<file path="src/hw/rtl/pehs_pkg.sv">
// ----------------------------------------------------------------------------
// pehs_pkg
// shared types, constants and the entry ordering for the event scheduler
// ----------------------------------------------------------------------------
package pehs_pkg;

    localparam int MaxSources = 1024;
    localparam int TimeBits   = 48;
    localparam int CountW     = $clog2(MaxSources + 1);
    localparam int KindW      = 2;
    localparam int IdW        = 32;
    localparam int PeriodW    = 16;
    localparam int EventTimeW = 48;

    localparam logic [KindW-1:0]    KindLoad  = 2'd0;
    localparam logic [KindW-1:0]    KindClear = 2'd1;
    localparam logic [KindW-1:0]    KindPop   = 2'd2;
    localparam logic [TimeBits-1:0] TimeMax   = '1;
    localparam logic [CountW-1:0]   CountMax  = CountW'(MaxSources);

    typedef struct packed {
        logic [TimeBits-1:0] due;
        logic [IdW-1:0]      id;
        logic [PeriodW-1:0]  period;
    } entry_t;

    typedef struct packed {
        logic insert;
        logic shift;
    } cell_op_t;

    typedef enum logic [1:0] {
        ST_IDLE,
        ST_POP,
        ST_INS,
        ST_ERR
    } state_t;

    // due time first, then id, then period
    function automatic logic entry_before(entry_t a, entry_t b);
        return (a < b);
    endfunction

endpackage

</file>
<file path="src/hw/rtl/pehs_cell.sv">
// ----------------------------------------------------------------------------
// pehs_cell
// one slot of the sorted source list: holds an entry, takes an inserted
// entry or its left neighbour's on insert, its right neighbour's on a pop
// ----------------------------------------------------------------------------
module pehs_cell (
    input  logic              clk,
    input  pehs_pkg::cell_op_t op,
    input  logic              occupied,
    input  pehs_pkg::entry_t  ins_entry,
    input  pehs_pkg::entry_t  left_entry,
    input  logic              left_ahead,
    input  pehs_pkg::entry_t  right_entry,
    output pehs_pkg::entry_t  entry,
    output logic              ins_ahead
);

    pehs_pkg::entry_t entry_reg;
    pehs_pkg::entry_t entry_next;

    always_comb
    begin
        ins_ahead = !occupied || pehs_pkg::entry_before(ins_entry, entry_reg);
    end

    always_comb
    begin
        entry_next = entry_reg;
        if (op.shift)
        begin
            entry_next = right_entry;
        end
        else if (op.insert && ins_ahead)
        begin
            entry_next = left_ahead ? left_entry : ins_entry;
        end
    end

    always_ff @(posedge clk)
    begin
        entry_reg <= entry_next;
    end

    assign entry = entry_reg;

endmodule

</file>
<file path="config.mk">
export PLATFORM = sky130hd
export DESIGN_NAME = pehs_cell
export DESIGN_NICKNAME = d
export VERILOG_FILES = /design/src/hw/rtl/pehs_pkg.sv /design/src/hw/rtl/pehs_cell.sv
export SDC_FILE = /design/constraint.sdc
export NUM_CORES = 1
export LEC_CHECK = 0
export BUFFER_PORTS_ARGS = -buffer_cell sky130_fd_sc_hd__buf_2
export CORE_AREA = 8 8 145 147
export DETAILED_ROUTE_END_ITERATION = 7
export DIE_AREA = 0 0 153 155
export GPL_TIMING_DRIVEN = 0
export PLACE_DENSITY_LB_ADDON = 0.1
export SETUP_SLACK_MARGIN = 0.1
export SKIP_CTS_REPAIR_TIMING = 1
export SYNTH_ARGS = -nofsm -noshare
export SYNTH_HDL_FRONTEND = slang
export SYNTH_SLANG_ARGS = --single-unit
</file>
<file path="constraint.sdc">
create_clock -name clk -period 12.36 [get_ports clk]
set_clock_uncertainty 0.2 [all_clocks]
set_input_delay 1.236 -clock clk [delete_from_list [all_inputs] [get_ports clk]]
set_output_delay 1.236 -clock clk [all_outputs]
set_load 0.05 [all_outputs]
</file>
==> results.json <==
{
  "reg2reg_depth": 12,
  "hold_ws_ps": 959,
  "numCtsBuffers": 9,
  "postPlaceCellArea_um2": 9580,
  "setup_viol": 0,
  "mostFrequentLayoutCell": "buf_2",
  "path_cells": "buf_2 -> ha_1 -> and4_1 -> nor4bb_1 -> nand3_1 -> a21oi_1 -> a2111oi_2 -> o211ai_1 -> a22oi_1 -> buf_2",
  "period_minus_slack_ps": 4960,
  "ys_ff_latch": 96,
  "critPathKind": "input port to primary output",
  "cts_tree": "built",
  "die_w_um": 153,
  "cp.arrival_ps": 3520,
  "place_ws_ps": 7330,
  "fmax_mhz": 202,
  "worst_hold_path.num_cells": 3,
  "final.setup.worst_slack_ps": 7400,
  "p_leak_nw": 5.18,
  "totalPowerFinal_mw": 1.15,
  "critPathMaxFanout": 3,
  "root_buffer": "clkbuf_16",
  "synth_area_um2": 7230,
  "cts_max_level": 3,
  "reg2reg_from": "entry[39]",
  "outcome": "finished clean",
  "postRouteWirelength_mm": 26.7,
  "cp_slowest_stage_delay_ps": 490,
  "yosys-top-cells-area": "edfxtp_1 40%, ha_1 16%, mux2i_1 13%",
  "synth-edff-count": 96,
  "first_pass_iters": 4,
  "viasPerCell": 4.94,
  "clockBufferDepth": 2,
  "syn_nets": 1146,
  "final_util_pct": 52.3,
  "grt_pass1_wl_mm": 40.0,
  "timing.setup.tns_ps": 0,
  "synth_area_per_cell_um2": 9.54,
  "crit_path_top_delay_cell": "nor4bb_1",
  "yosys_warnings": 0,
  "globalplace.congestion": 0.873,
  "cp.required_ps": 10920,
  "crit_path_frequent_cell": "buf_2",
  "r2r_end": "entry[40]",
  "die_y_um": 155,
  "grt_max_degree": 19,
  "synth_top_cell_by_area": "edfxtp_1",
  "drive_above_1_share_pct": 36.3,
  "clkLatencyLatePin_ps": 350,
  "ys.flop_type": "edfxtp_1",
  "slew_headroom_pct": 45.6,
  "timing.final.max_slew_violations": 0,
  "io_pins": 390,
  "r2r_setup_slack_ps": 8810,
  "die_area_um2": 23700,
  "ir_drop_mv": 0.0651,
  "largest_reg_flops": 96,
  "worst_slew_pin_slew_ps": 816,
  "yosysTopAreaCellShare_pct": 39.9,
  "final_cell_mix": "398 x buf_2, 123 x nand2_1, 106 x o21ai_0",
  "fin_nets": 1551,
  "crit_family": "simple AND/OR/NAND/NOR gates",
  "hold_start": "right_entry[76]",
  "grt_use_total_pct": 21.8,
  "initial_core_util_pct": 38.2,
  "core_area_um2": 19000,
  "ant_nets": 0,
  "final_area_um2": 9910,
  "maxCapViolCount": 0,
  "io_buffers": 388,
  "cts_sinks": 96,
  "fp-row-count": 51,
  "power.density_nw_per_um2": 116,
  "drc": 0,
  "dpl.hpwl_mm": 22.4,
  "synth_seq_area_share_pct": 39.9,
  "post-route-period-util_pct": 40.1,
  "stdcell_count": 1411,
  "hold_class": "input port to register",
  "grt_pass1_vias": 7261,
  "finalHoldViolCount": 0,
  "async_reset_ff_share_pct": 0,
  "synthCells": 758,
  "num_vias": 6969,
  "critPathBufInv": 2,
  "syn_to_final_growth_pct": 37.0,
  "antenna_found_initial": 8,
  "rsz0062_at_grt": "no",
  "drt-initial-drc-count": 241,
  "dpl.cell_count": 1390,
  "synthDistinctLibCells": 34,
  "clkTransAtPathRegs_ps": 80,
  "routedWlPerCell_um": 18.9,
  "crit_path_end_kind": "primary output",
  "start_kind": "input port",
  "overflow": 0,
  "whs_endpoint": "entry[76]"
}
[worst max path at each step]
stage | to | start | cells past startpoint
after floorplan | entry[0] | ins_entry[46] | 8
after global placement | entry[41] | ins_entry[65] | 9
after detailed placement | ins_ahead | ins_entry[55] | 10
after CTS | ins_ahead | ins_entry[55] | 10
after global routing | ins_ahead | ins_entry[63] | 10
final | ins_ahead | ins_entry[55] | 10
[cell usage after synthesis (2+ instances only)]
library cell,count
a211oi_1,2
a21o_1,6
a21oi_1,39
a221oi_1,2
a221oi_2,2
and4_1,3
buf_2,10
clkbuf_1,22
edfxtp_1,96
ha_1,95
inv_1,96
mux2i_1,96
nand2_1,123
nand3_1,10
nand4_1,14
nor2_1,9
nor3_1,2
nor4_1,4
o211ai_1,4
o21a_1,3
o21ai_0,106
o21bai_1,2
[where the power goes]
part	total, mW	internal (mW)	switching, mW
Clock	0.305	0.176	0.129
Combinational	0.424	0.140	0.285
Sequential	0.425	0.406	0.0182
[layer usage]
metal	up-vias	share of wire [%]	routed length [µm]	track usage [%]
met4	8	1.3	349	6.08
li1	3530	-	-	-
met5	-	0.20	53	0
met1	3141	40	10700	24.2
met2	261	50	13400	39.4
met3	29	7.8	2080	7.24
[worst reg2reg max path: stages, from the launching register on]
cell,delay (ps)
edfxtp_1,390
inv_1,70
ha_1,230
a21oi_1,170
o21ai_0,150
a221oi_2,260
a21boi_1,110
a2111oi_2,280
o211ai_1,270
a221oi_4,470
buf_8,240
buf_8,200
buf_8,210
[logic make-up (layout without fill, tap and decap cells)]
| kind of cell | Yosys count | after routing | synth area share, % |
|---|---|---|---|
| and+or+nand+nor | 168 | 168 | 9.95 |
| buffers and inverters | 128 | 537 | 6.82 |
| DFF | 96 | 96 | 39.9 |
| adders and majority gates | 95 | 95 | 16.4 |
| muxes | 96 | 96 | 13.3 |
| other | 0 | 6 | 0 |
| AOI/OAI and AO/OA | 175 | 175 | 13.6 |
[final cells by class]
| class | instances | area [µm²] |
|---|---|---|
| multi-input combinational | 534 | 3870 |
| clock inverter | 6 | 85.1 |
| tap | 238 | 298 |
| fill | 1862 | 9040 |
| sequential | 96 | 2880 |
| antenna | 6 | 15.0 |
| timing repair buffer | 394 | 2040 |
| buffer | 32 | 133 |
| clock buffer | 9 | 225 |
| inverter | 96 | 360 |
No activity file was read; power rests on OpenSTA's default activity.
